**config.mk**
```make
export PLATFORM = sky130hd
export DESIGN_NAME = pal_ctrl
export DESIGN_NICKNAME = d
export VERILOG_FILES = /design/src/rtl/pal_pkg.sv /design/src/rtl/pal_ctrl.sv
export SDC_FILE = /design/constraint.sdc
export NUM_CORES = 1
export LEC_CHECK = 0
export ABC_CLOCK_PERIOD_IN_PS = 1800
export BUFFER_PORTS_ARGS = -buffer_cell sky130_fd_sc_hd__buf_2
export CORE_MARGIN = 2
export CORE_UTILIZATION = 25
export CTS_BUF_LIST = sky130_fd_sc_hd__clkbuf_2
export CTS_CLUSTER_DIAMETER = 100
export DETAILED_ROUTE_END_ITERATION = 8
export RECOVER_POWER = 50
export SLEW_MARGIN = 20
export SYNTH_ARGS = -nofsm -noshare
export SYNTH_HDL_FRONTEND = slang
export SYNTH_SLANG_ARGS = --single-unit
```
**constraint.sdc**
```tcl
create_clock -name clk -period 1.8 [get_ports clk]
set_clock_uncertainty 0.2 [all_clocks]
set_input_delay 0.09 -clock clk [delete_from_list [all_inputs] [get_ports clk]]
set_output_delay 0.09 -clock clk [all_outputs]
set_load 0.03 [all_outputs]
```
**src/rtl/pal_pkg.sv**
```systemverilog
package pal_pkg;

  // sine table geometry
  localparam int SINE_DEPTH = 256;
  localparam int SINE_LOG2  = $clog2(SINE_DEPTH);
  localparam int PH_W       = SINE_LOG2 + 2;

  // fixed point constants
  localparam longint PI_Q30     = 64'sd3373259426;
  localparam longint INV_PI_Q32 = 64'sd1367130551;
  localparam int     ONE_Q14    = 16384;
  localparam int     TWO_DEG    = 143;
  localparam int     VS_LIMIT   = 1300;
  localparam int     ALT_ERR_LIM = 976;
  localparam int     INTEG_LIM  = 65536;

  // reciprocals for the constant divisions
  localparam int RECIP3      = 21846;
  localparam int RECIP3_SH   = 16;
  localparam int RECIP5      = 3355444;
  localparam int RECIP5_SH   = 24;
  localparam int RECIP125    = 2147484;
  localparam int RECIP125_SH = 28;

  // serial divider width
  localparam int DIV_W   = 26;
  localparam int DIV_CW  = $clog2(DIV_W + 1);

  // mode codes
  localparam logic [2:0] MODE_NONE  = 3'd0;
  localparam logic [2:0] MODE_ALT   = 3'd1;
  localparam logic [2:0] MODE_VS    = 3'd2;
  localparam logic [2:0] MODE_PITCH = 3'd3;
  localparam logic [2:0] MODE_PATH  = 3'd4;

  // register indexes
  localparam logic [2:0] CFG_MODE     = 3'd0;
  localparam logic [2:0] CFG_TGT_ALT  = 3'd1;
  localparam logic [2:0] CFG_TGT_VS   = 3'd2;
  localparam logic [2:0] CFG_TGT_PIT  = 3'd3;
  localparam logic [2:0] CFG_TGT_PATH = 3'd4;

  typedef enum logic [3:0] {
    S_IDLE, S_ALT, S_DIV_START, S_DIV_WAIT, S_GAMMA, S_ROLL, S_TRIG,
    S_RATE, S_ERR, S_CAND, S_FULL, S_FIN, S_PASS
  } pal_state_t;

  typedef enum logic [3:0] {
    OP_IDLE, OP_LOAD, OP_ALT, OP_DIV, OP_GAMMA, OP_ROLL, OP_TRIG,
    OP_RATE, OP_ERR, OP_CAND, OP_FULL, OP_OUT
  } pal_op_t;

  typedef struct packed {
    pal_op_t op;
    logic    pass;
    logic    sel_pitch;
  } pal_cmd_t;

  typedef struct packed {
    logic div_done;
  } pal_stat_t;

  typedef logic [14:0] sine_rom_t [SINE_DEPTH];

  // signed division truncated toward zero, by shift and subtract
  function automatic longint div_trunc(input longint n, input longint d);
    logic [63:0] un;
    logic [63:0] ud;
    logic [63:0] qt;
    logic [64:0] rm;
    un = (n < 0) ? 64'(-n) : 64'(n);
    ud = (d < 0) ? 64'(-d) : 64'(d);
    qt = '0;
    rm = '0;
    for (int i = 63; i >= 0; i--) begin
      rm = {rm[63:0], un[i]};
      if (rm >= {1'b0, ud}) begin
        rm    = rm - {1'b0, ud};
        qt[i] = 1'b1;
      end
    end
    return ((n < 0) != (d < 0)) ? -longint'(qt) : longint'(qt);
  endfunction

  // quarter-wave sine in Q1.14 by a Q30 Taylor series
  function automatic sine_rom_t build_sine_rom();
    sine_rom_t rom;
    longint    x;
    longint    term;
    longint    sum;
    for (int k = 0; k < SINE_DEPTH; k++) begin
      x    = div_trunc(longint'(k) * PI_Q30, longint'(2 * SINE_DEPTH));
      term = x;
      sum  = x;
      for (int n = 1; n <= 7; n++) begin
        term = div_trunc(term * x, 64'sd1 <<< 30);
        term = div_trunc(term * x, 64'sd1 <<< 30);
        term = -div_trunc(term, longint'((2 * n) * (2 * n + 1)));
        sum  = sum + term;
      end
      if (sum < 0) sum = 0;
      rom[k] = 15'(div_trunc(sum * longint'(ONE_Q14) + (64'sd1 <<< 29), 64'sd1 <<< 30));
    end
    return rom;
  endfunction

endpackage

```
**src/rtl/pal_ctrl.sv**
```systemverilog
module pal_ctrl (
  input  logic                clk,
  input  logic                rst_n,
  input  logic [2:0]          pitch_mode,
  input  logic                in_valid,
  output logic                in_ready,
  output logic                out_valid,
  input  logic                out_ready,
  input  pal_pkg::pal_stat_t  stat,
  output pal_pkg::pal_cmd_t   cmd
);

  pal_pkg::pal_state_t state_r, state_nxt;
  logic                out_valid_r, out_valid_nxt;
  logic                out_free;

  assign out_free = !out_valid_r || out_ready;

  // next state
  always_comb begin
    state_nxt = state_r;
    unique case (state_r)
      pal_pkg::S_IDLE: begin
        if (in_valid) begin
          unique case (pitch_mode)
            pal_pkg::MODE_ALT:   state_nxt = pal_pkg::S_ALT;
            pal_pkg::MODE_VS:    state_nxt = pal_pkg::S_DIV_START;
            pal_pkg::MODE_PITCH: state_nxt = pal_pkg::S_ROLL;
            pal_pkg::MODE_PATH:  state_nxt = pal_pkg::S_ROLL;
            default:             state_nxt = pal_pkg::S_PASS;
          endcase
        end
      end
      pal_pkg::S_ALT:       state_nxt = pal_pkg::S_DIV_START;
      pal_pkg::S_DIV_START: state_nxt = pal_pkg::S_DIV_WAIT;
      pal_pkg::S_DIV_WAIT:  if (stat.div_done) state_nxt = pal_pkg::S_GAMMA;
      pal_pkg::S_GAMMA:     state_nxt = pal_pkg::S_ROLL;
      pal_pkg::S_ROLL:      state_nxt = pal_pkg::S_TRIG;
      pal_pkg::S_TRIG:      state_nxt = pal_pkg::S_RATE;
      pal_pkg::S_RATE:      state_nxt = pal_pkg::S_ERR;
      pal_pkg::S_ERR:       state_nxt = pal_pkg::S_CAND;
      pal_pkg::S_CAND:      state_nxt = pal_pkg::S_FULL;
      pal_pkg::S_FULL:      state_nxt = pal_pkg::S_FIN;
      pal_pkg::S_FIN:       if (out_free) state_nxt = pal_pkg::S_IDLE;
      pal_pkg::S_PASS:      if (out_free) state_nxt = pal_pkg::S_IDLE;
      default:              state_nxt = pal_pkg::S_IDLE;
    endcase
  end

  // commands
  always_comb begin
    in_ready      = (state_r == pal_pkg::S_IDLE);
    cmd.op        = pal_pkg::OP_IDLE;
    cmd.pass      = (state_r == pal_pkg::S_PASS);
    cmd.sel_pitch = (pitch_mode == pal_pkg::MODE_PITCH);
    unique case (state_r)
      pal_pkg::S_IDLE:      if (in_valid) cmd.op = pal_pkg::OP_LOAD;
      pal_pkg::S_ALT:       cmd.op = pal_pkg::OP_ALT;
      pal_pkg::S_DIV_START: cmd.op = pal_pkg::OP_DIV;
      pal_pkg::S_DIV_WAIT:  cmd.op = pal_pkg::OP_IDLE;
      pal_pkg::S_GAMMA:     cmd.op = pal_pkg::OP_GAMMA;
      pal_pkg::S_ROLL:      cmd.op = pal_pkg::OP_ROLL;
      pal_pkg::S_TRIG:      cmd.op = pal_pkg::OP_TRIG;
      pal_pkg::S_RATE:      cmd.op = pal_pkg::OP_RATE;
      pal_pkg::S_ERR:       cmd.op = pal_pkg::OP_ERR;
      pal_pkg::S_CAND:      cmd.op = pal_pkg::OP_CAND;
      pal_pkg::S_FULL:      cmd.op = pal_pkg::OP_FULL;
      pal_pkg::S_FIN:       if (out_free) cmd.op = pal_pkg::OP_OUT;
      pal_pkg::S_PASS:      if (out_free) cmd.op = pal_pkg::OP_OUT;
      default:              cmd.op = pal_pkg::OP_IDLE;
    endcase
  end

  // output valid flag
  always_comb begin
    out_valid_nxt = out_valid_r;
    if (cmd.op == pal_pkg::OP_OUT) out_valid_nxt = 1'b1;
    else if (out_ready)            out_valid_nxt = 1'b0;
  end

  always_ff @(posedge clk) begin
    if (!rst_n) begin
      state_r     <= pal_pkg::S_IDLE;
      out_valid_r <= 1'b0;
    end else begin
      state_r     <= state_nxt;
      out_valid_r <= out_valid_nxt;
    end
  end

  assign out_valid = out_valid_r;

endmodule

```
==> summary.txt, run 1 <==
Critical path
  – WS Path Type: reg -> reg
  – CP Max Fanout: 7
  – Crit-path max cell delay: 0.38 ns
  – Critical-path top delay cell: o311a_1
  – Worst Path Required: 1.69 ns
  – Worst Path Arrival: 1.56 ns
  – Crit path launch type: flip-flop
  – CP endpoint kind: flip-flop
  – Cells along the critical path: buf_4 > nor2_1 > a2bb2oi_1 > o311a_1 > a41o_1

STA
  – Crit path time final: 1.668 ns
  – Smallest setup slack after layout: 0.1324 ns
  – Max-slew violation count: 0
  – RSZ-0062 raised after global routing: false
  – Worst-margin pin slew: 0.3674 ns
  – Endpoints failing hold: 0
  – Tcrit/Tclk final: 92.64%
  – Fmax: 599.7 MHz
  – Setup Viol. Count Final: 0
  – Relative max-transition margin: 75.61%

Finish
  – Share of post-route cells with drive strength above 1: 33.33%
  – # diodes: 0
  – Sequential cell area: 103.9 um2
  – Footprint of the multi-input gates: 399.1 um2
  – Fillers: 212
  – Commonest non-fill, non-tap cell in the layout: buf_2
  – Most frequent cells in the layout: 10 x buf_2, 8 x buf_4, 6 x o21ai_0
  – Nets@finish: 102
  – Area delta synth->final: 32.46%

Power
  – Combinational Power Share: 74.4%
  – VDD IR max: 629.2 uV
  – Clock power share: 7.4%
  – Int Pwr: 0.0006287 W
  – P per Cell Area: 1914 nW/um2
  – Leakage power figure: 0.2869 nW
  – NetSw: 0.0007098 W
  – Flop pwr share: 18.2%
  – Switching portion of total power: 53.03%
  – Pwr Total: 0.001338 W

Floorplan
  – Die height: 49.96 um
  – DIE AREA: 2496 um2
  – Initial core utilization: 26.64%
  – # rows: 16
  – Die width: 49.96 um
  – I/O pins: 16
  – Core Box Area: 1982 um2

Global routing
  – Total grt overflow: 0
  – All-Layer GR Usage: 10.16%
  – Vias in the first global route: 480
  – First-pass GRT wire length: 2007 um
  – Initial antenna violation count: 0
  – Pin count of the biggest net entering global routing: 13

Run
  – Max cap viols: 0

Synthesis
  – Netlist Area Pre-Place: 528.0 um2
  – Predominant post-synthesis flop cell: dfxtp_1
  – Post-synth EDFFs: 0
  – Syn_area_per_cell: 7.233 um2
  – Synth Register Bits: 5
  – Count of cell types in the netlist: 38
  – Syn Nets: 81
  – Post-Syn Instances: 73
  – Yosys warning total: 0
  – Ys async rst share: 0%
  – Sequential share of the synthesized area: 18.96%

Detailed routing
  – Routed WL per cell: 10.78 um
  – Drc violations: 0
  – Final WL: 1294 um
  – DRT Pass-1 Iters: 4
  – DR vias: 602
  – Routed Antenna Nets: 0
  – Vias per Instance: 5.017
  – Number of DRC markers in iteration 0: 4

Clock tree
  – Root buf cell: clkbuf_2
  – Post-CTS Setup Bufs: 0
  – CTS tree: yes
  – Clk slew on worst S/H paths: 0.06 ns
  – Inserted Clock Buffers: 3
  – Clk_lat worst skew: 0.21 ns
  – Max clock buf depth: 2
  – Number of H-tree levels: 1
  – Clk sinks: 5

Placement
  – IO Port Bufs: 15
  – Worst slack, placed: 0.1293 ns
  – Gpl congestion: 0.7787
  – DPL Wire Length: 1025 um

Run status
  – Status: complete, no violations

Min path
  – Hold Path Class: in -> reg
[metrics by stage]
step | cell area (um2) | TNS, ns | cells | utilization (%) | hold slack (ns)
2_1_floorplan | 536.8 | -0.07686 | 73 | - | 0.02264
3_3_place_gp | 658.1 | 0 | 115 | 33.21 | 0.2085
3_5_place_dp | 658.1 | 0 | 115 | 33.21 | 0.2120
4_1_cts | 690.7 | 0 | 120 | 34.85 | 0.09962
5_1_grt | 699.4 | 0 | 120 | 35.29 | 0.1438
6_report | 699.4 | 0 | 120 | 35.29 | 0.1088
[cell type report]
cell class	instances	share of cell area, %
multi-input cells	59	57.07
clock buffers	4	2.862
inverters	2	1.073
flip-flops and latches	5	14.85
well taps	27	4.830
repair buffers	23	19.32
[final timing paths]
check	startpoint	end	slack, ns	cells after the start
setup / recovery	state_r[1]	state_r[1]	0.13	5
hold / removal	out_ready	out_valid	0.11	3
setup reg to reg	state_r[1]	state_r[1]	0.13	5
hold reg to reg	state_r[1]	state_r[1]	0.41	2
[sequential cells by signal (all words and copies together), names as in the netlist]
signal / count
out_valid: 1
state_r: 4
[layer usage]
| layer | vias to the layer above | wire (um) | track usage, % |
|---|---|---|---|
| li1 | 317 | - | - |
| met1 | 269 | 662 | 13.71 |
| met2 | 16 | 575 | 16.22 |
| met3 | 0 | 56 | 3.030 |
| met4 | 0 | 0 | 1.389 |
| met5 | - | 0 | 0 |
[kinds of logic (layout without fill, tap and decap cells)]
group | after synthesis | in the layout | share of synthesized area [%]
AOI/OAI and AO/OA | 30 | 30 | 39.34
xor gates and xnor gates | 1 | 1 | 1.659
buffers and inverters | 9 | 29 | 9.006
DFF | 5 | 5 | 18.96
and+or+nand+nor | 28 | 28 | 31.04
[worst max-delay path, delay by kind of cell, from the launching register on]
kind | cells | cell delay [ns]
AO/OA/AOI/OAI | 3 | 0.72
buffers and inverters | 1 | 0.16
flip-flops | 1 | 0.33
AND/OR/NAND/NOR | 1 | 0.14
[synth_stat cells (3+ instances only)]
cell type	number	area (um2)
nor2b_1	4	25.02
a21oi_1	5	25.02
dfxtp_1	5	100.1
nand2b_1	3	18.77
clkbuf_1	3	11.26
nor2_1	6	22.52
o21ai_0	6	30.03
[power by group through the flow]
stage,sequential (W),combinational (W),clock [W]
3_3_place_gp,0.000237,0.000957,0
3_5_place_dp,0.000238,0.000959,0
4_1_cts,0.000236,0.000975,0.000104
6_report,0.000243,0.000996,0.0000996
2_1_floorplan,0.000185,0.000779,0
5_1_grt,0.000256,0.00108,0.000116
[timing repair]
item / CTS / global route
hold buffers: 1 / 0
endpoints found under the setup margin: 1 / 2
endpoints found under the hold margin: 1 / 0
cloned: 0 / 0
gates resized for setup: 1 / 7
No activity file was read; power rests on OpenSTA's default activity.
==> inputs of run 2 (changes only) <==
- CORE_UTILIZATION: 25 -> 32
==> summary.txt, run 2 (synthesis gave the netlist of run 1 again) <==
Critical path
  – CP Max Fanout: 10 (+3)
  – RR Endpoint: state_r[1]
  – Worst Path Arrival: 1.43 ns (-0.13 ns)
  – Reg2reg path depth: 5 (unchanged)
  – Worst Path Required: 1.51 ns (-0.18 ns)
  – CP endpoint kind: primary output
  – Critical register-to-register path startpoint: state_r[1]
  – Worst setup path start: state_r[0]
  – WS Path Type: reg -> out
  – Crit path launch type: flip-flop
  – R2R setup slack: 0.15 ns (+0.02 ns)

Floorplan
  – I/O pins: 16 (unchanged)
  – Core Box Area: 1524 um2 (-23%)
  – DIE AREA: 1991 um2 (-20%)
  – Die width: 44.62 um (-11%)
  – Die height: 44.62 um (-11%)
  – # rows: 14 (-2)
  – Initial core utilization: 34.65% (+8.0 points)

Placement
  – Gpl congestion: 0.8410 (+8.0%)
  – IO Port Bufs: 15 (unchanged)
  – Post-DP Area: 636.9 um2 (-3.2%)
  – DPL Wire Length: 1037 um (+1.2%)

Global routing
  – Pin count of the biggest net entering global routing: 13 (unchanged)
  – Total grt overflow: 0 (unchanged)
  – All-Layer GR Usage: 15.26% (+5.1 points)
  – First-pass GRT wire length: 2304 um (+15%)
  – Initial antenna violation count: 0 (unchanged)
  – Vias in the first global route: 535 (+11%)

Clock tree
  – Clk_lat worst skew: 0.23 ns (+0.02 ns)
  – Post-CTS Setup Bufs: 0 (unchanged)
  – Number of H-tree levels: 1 (unchanged)
  – Clk slew on worst S/H paths: 0.06 ns (about the same)
  – Inserted Clock Buffers: 3 (unchanged)
  – Root buf cell: clkbuf_2
  – CTS tree: yes
  – Clk sinks: 5 (unchanged)
  – Max clock buf depth: 2 (unchanged)

STA
  – Setup Viol. Count Final: 0 (unchanged)
  – Crit path time final: 1.722 ns (+0.05437 ns)
  – Max-slew violation count: 0 (unchanged)
  – Worst-margin pin slew: 0.3988 ns (+0.03140 ns)
  – Relative max-transition margin: 73.07% (-2.5 points)
  – Endpoints failing hold: 0 (unchanged)
  – Fmax: 580.7 MHz (-3.2%)
  – Tcrit/Tclk final: 95.66% (+3.0 points)

Detailed routing
  – Routed WL per cell: 13.43 um (+25%)
  – DR vias: 649 (+7.8%)
  – Routed Antenna Nets: 0 (unchanged)
  – DRT Pass-1 Iters: 4 (unchanged)
  – Vias per Instance: 6.009 (+20%)
  – Drc violations: 0 (unchanged)
  – Number of DRC markers in iteration 0: 19 (+15)
  – Final WL: 1450 um (+12%)

Min path
  – Hold Path Origin: out_ready
  – Hold Path Class: in -> reg
  – Hold endpoint: out_valid
  – Worst hold path depth: 3 (unchanged)

Finish
  – Fillers: 154 (-27%)
  – Footprint of the multi-input gates: 405.4 um2 (+1.6%)
  – Nets@finish: 101 (-0.98%)
  – Area delta synth->final: 29.38%
  – Largest Register: state_r
  – Most frequent cells in the layout: 11 x buf_2, 6 x o21ai_0, 6 x buf_4
  – # diodes: 0 (unchanged)
  – Cell area after layout: 683.2 um2 (-2.3%)
  – Share of post-route cells with drive strength above 1: 34.78% (+1.4 points)
  – Max reg flops: 4 (unchanged)
  – Commonest non-fill, non-tap cell in the layout: buf_2
  – Sequential cell area: 103.9 um2 (unchanged)

Power
  – P per Cell Area: 1996 nW/um2 (+4.3%)
  – Leakage power figure: 0.2833 nW (-1.2%)
  – Pwr Total: 0.001364 W (+1.9%)
  – VDD IR max: 917.0 uV (+46%)

Run
  – Max cap viols: 0 (unchanged)

Run status
  – Status: complete, no violations
[run 2: cell types whose count changed in the layout (fill, tap and decap cells not counted)]
| cell | delta |
|---|---|
| buf_4 | -2 |
| buf_2 | +1 |
| clkbuf_1 | -1 |
| clkbuf_2 | +1 |
| nor4_1 | -1 |
| nor4_2 | +1 |
[run 2: how the worst max path moves through the flow]
| stage | end | slack (ns) |
|---|---|---|
| 6_report | cmd[3] | 0.08 |
| 2_1_floorplan | cmd[3] | -0.08 |
| 4_1_cts | cmd[3] | 0.009 |
| 5_1_grt | cmd[3] | -0.03 |
| 3_5_place_dp | state_r[0] | 0.09 |
| 3_3_place_gp | state_r[1] | 0.10 |
[run 2: metrics by stage]
| step | setup TNS, ns | util, % | hold slack [ns] | worst slack (ns) | instances |
|---|---|---|---|---|---|
| 5_1_grt | -0.03269 | 44.83 | 0.1147 | -0.03269 | 108 |
| 3_5_place_dp | 0 | 41.79 | 0.2040 | 0.08647 | 103 |
| 6_report | 0 | 44.83 | 0.08844 | 0.07803 | 108 |
| 2_1_floorplan | -0.07686 | - | 0.02264 | -0.07686 | 73 |
| 3_3_place_gp | 0 | 41.79 | 0.2032 | 0.1010 | 103 |
| 4_1_cts | 0 | 44.01 | 0.08101 | 0.009124 | 108 |
[run 2: layout make-up]
| cell class | count | area share, % |
|---|---|---|
| Timing Repair Buffer | 22 | 18.50 |
| Inverter | 2 | 1.099 |
| Multi-Input combinational cell | 59 | 59.34 |
| Sequential cell | 5 | 15.20 |
| Clock buffer | 4 | 2.930 |
| Tap cell | 16 | 2.930 |
[run 2: repair_timing]
item                                    CTS  global route
hold buffers                              1             0
hold endpoints to repair                  3             0
endpoints found under the setup margin    2             6
resized for setup                         2             5
[run 2: critical path, cell delays in order, from the launching register on]
cell and delay, ns:
dfxtp_2 0.43, inv_1 0.12, nor4_2 0.30, a21oi_1 0.07, o21ai_0 0.07, buf_2 0.21
[run 2: per-layer routing]
layer | global-route usage, % | wire, um | vias to the layer above
met1 | 19.32 | 608 | 305
met3 | 5.714 | 101 | 4
met4 | 3.030 | 27 | 0
met2 | 24.64 | 712 | 27
met5 | 0 | 0 | -
li1 | - | - | 313
[run 2: power by group]
group / internal (W) / total, W / switching (W)
Clock: 0.0000588 / 0.000109 / 0.0000506
Combinational: 0.000391 / 0.000972 / 0.000581
Sequential: 0.000165 / 0.000282 / 0.000117
Total: 0.000615 / 0.00136 / 0.000749
==> inputs of run 3 (changes only) <==
- ABC_CLOCK_PERIOD_IN_PS: 1800 -> 1600
- clock period: 1.8 -> 1.6 ns (I/O delays scaled with it)
==> summary.txt, run 3 (synthesis gave the netlist of run 1 again) <==
STA
  – Max-slew violation count: 0 (unchanged)
  – Setup Viol. Count Final: 1 (+1)
  – Relative max-transition margin: 74.97% (+1.9 points)
  – Crit path time final: 1.616 ns
  – Worst-margin pin slew: 0.3706 ns (-0.02824 ns)
  – RSZ-0062 raised after global routing: true
  – Worst Hold Slack: 0.09070 ns (+0.002259 ns)
  – Smallest setup slack after layout: -0.01559 ns (-0.09362 ns)
  – Endpoints failing hold: 0 (unchanged)
  – Tcrit/Tclk final: 101.0%
  – Fmax: 619.0 MHz

Finish
  – Fillers: 140 (-9.1%)
  – Area delta synth->final: 69.91%
  – Share of post-route cells with drive strength above 1: 54.72% (+20 points)
  – Most frequent cells in the layout: 17 x buf_4, 8 x buf_2, 7 x buf_6
  – Post-layout util: 58.87% (+14 points)
  – Sequential cell area: 116.4 um2 (+12%)
  – Nets@finish: 115 (+14%)
  – Footprint of the multi-input gates: 465.4 um2 (+15%)
  – Max reg flops: 4 (unchanged)
  – Largest Register: state_r
  – Commonest non-fill, non-tap cell in the layout: buf_4
  – # diodes: 0 (unchanged)

Global routing
  – First-pass GRT wire length: 2539 um (+10%)
  – Vias in the first global route: 594 (+11%)
  – Initial antenna violation count: 0 (unchanged)
  – Pin count of the biggest net entering global routing: 14 (+1)
  – All-Layer GR Usage: 17.60% (+2.3 points)
  – Total grt overflow: 0 (unchanged)

Detailed routing
  – Number of DRC markers in iteration 0: 21 (+2)
  – DR vias: 707 (+8.9%)
  – Drc violations: 0 (unchanged)
  – Final WL: 1835 um (+27%)
  – Routed Antenna Nets: 0 (unchanged)
  – Vias per Instance: 5.795 (-3.6%)
  – DRT Pass-1 Iters: 5 (+1)
  – Routed WL per cell: 15.04 um (+12%)

Clock tree
  – Clk sinks: 5 (unchanged)
  – Root buf cell: clkbuf_2
  – Number of H-tree levels: 1 (unchanged)
  – CTS tree: yes
  – Clk_lat worst skew: 0.24 ns (about the same)
  – Inserted Clock Buffers: 3 (unchanged)
  – Max clock buf depth: 2 (unchanged)
  – Clk slew on worst S/H paths: 0.07 ns (about the same)

Run status
  – Status: finished, violations left
  – Violated checks: setup timing

Power
  – P per Cell Area: 2354 nW/um2 (+18%)
  – Pwr Total: 0.002112 W (+55%)
  – VDD IR max: 1154 uV (+26%)
  – Leakage power figure: 0.3749 nW (+32%)

Critical path
  – WS Path Type: reg -> out
  – Worst Path Required: 1.32 ns (-0.19 ns)
  – Critical-path top delay cell: dfxtp_4
  – Crit path launch type: flip-flop
  – Cells along the critical path: buf_4 > nor2_4 > a32oi_2 > a21oi_2 > buf_6
  – CP endpoint kind: primary output
  – Worst Path Arrival: 1.34 ns (-0.09 ns)
  – Crit-path max cell delay: 0.38 ns (-0.05 ns)
  – CP Max Fanout: 6 (-4)

Floorplan
  – Die height: 44.62 um (unchanged)
  – DIE AREA: 1991 um2 (unchanged)
  – # rows: 14 (unchanged)
  – Initial core utilization: 34.65% (unchanged)
  – I/O pins: 16 (unchanged)
  – Die width: 44.62 um (unchanged)
  – Core Box Area: 1524 um2 (unchanged)

Placement
  – IO Port Bufs: 15 (unchanged)
  – Gpl congestion: 0.8872 (+5.5%)
  – DPL Wire Length: 1045 um (+0.72%)

Run
  – Max cap viols: 0 (unchanged)

Min path
  – Hold Path Class: in -> reg
==> run 3: changes by cell type in the layout (fill, tap and decap cells not counted), sizes merged <==
cell    change
buf        +15
clkbuf      -1
==> run 3: power by group <==
group          internal (W)  switching (W)  total (W)
registers          0.000209       0.000129   0.000338
clock network     0.0000662      0.0000598   0.000126
logic              0.000797       0.000851    0.00165
==> run 3: path summary, 6_finish.rpt <==
kind,slack (ns),cells past startpoint,start,endpoint
worst max-delay path,-0.02,5,state_r[0],cmd[2]
worst min-delay path,0.09,4,pitch_mode[0],state_r[0]
worst max register to register,0.01,5,state_r[0],state_r[1]
worst min register to register,0.40,2,state_r[3],out_valid
==> run 3: worst max-delay path: cells and delay by family (launching register included) <==
kind | cells | cell delay (ns)
AOI/OAI and AO/OA | 2 | 0.30
DFF | 1 | 0.38
and+or+nand+nor | 1 | 0.11
buffers and inverters | 2 | 0.30
==> run 3: area by class of cell <==
type / count / area share (%)
flip-flops and latches: 5 / 12.97
repair buffers: 36 / 29.85
clock buffers: 4 / 2.232
inverters: 2 / 0.8368
well taps: 16 / 2.232
multi-input cells: 59 / 51.88
==> run 3: routing by layer <==
metal | up-vias | routed length (um) | global-route usage, %
met3 | 9 | 71 | 2.857
met1 | 328 | 764 | 18.83
li1 | 341 | - | -
met4 | 0 | 78 | 13.94
met5 | - | 0 | 0
met2 | 29 | 920 | 30.14
==> run 3: stage by stage <==
| step | setup slack, ns | TNS [ns] | cell area, um2 | std cells |
|---|---|---|---|---|
| floorplan | -0.2669 | -0.2669 | 540.5 | 73 |
| global placement | -0.1124 | -0.2593 | 693.2 | 110 |
| detailed placement | -0.1012 | -0.2177 | 693.2 | 110 |
| CTS | 0.0001884 | 0 | 768.2 | 115 |
| global route | -0.08601 | -0.2413 | 897.1 | 122 |
| finish | -0.01559 | -0.01559 | 897.1 | 122 |
==> run 3: what timing repair did <==
item / 4_1_cts / 5_1_grt
setup endpoints to repair: 7 / 7
hold buffers: 1 / 0
resized for setup: 17 / 24
pin swaps: 3 / 8
hold endpoints to repair: 3 / 0
buffers inserted: 0 / 8
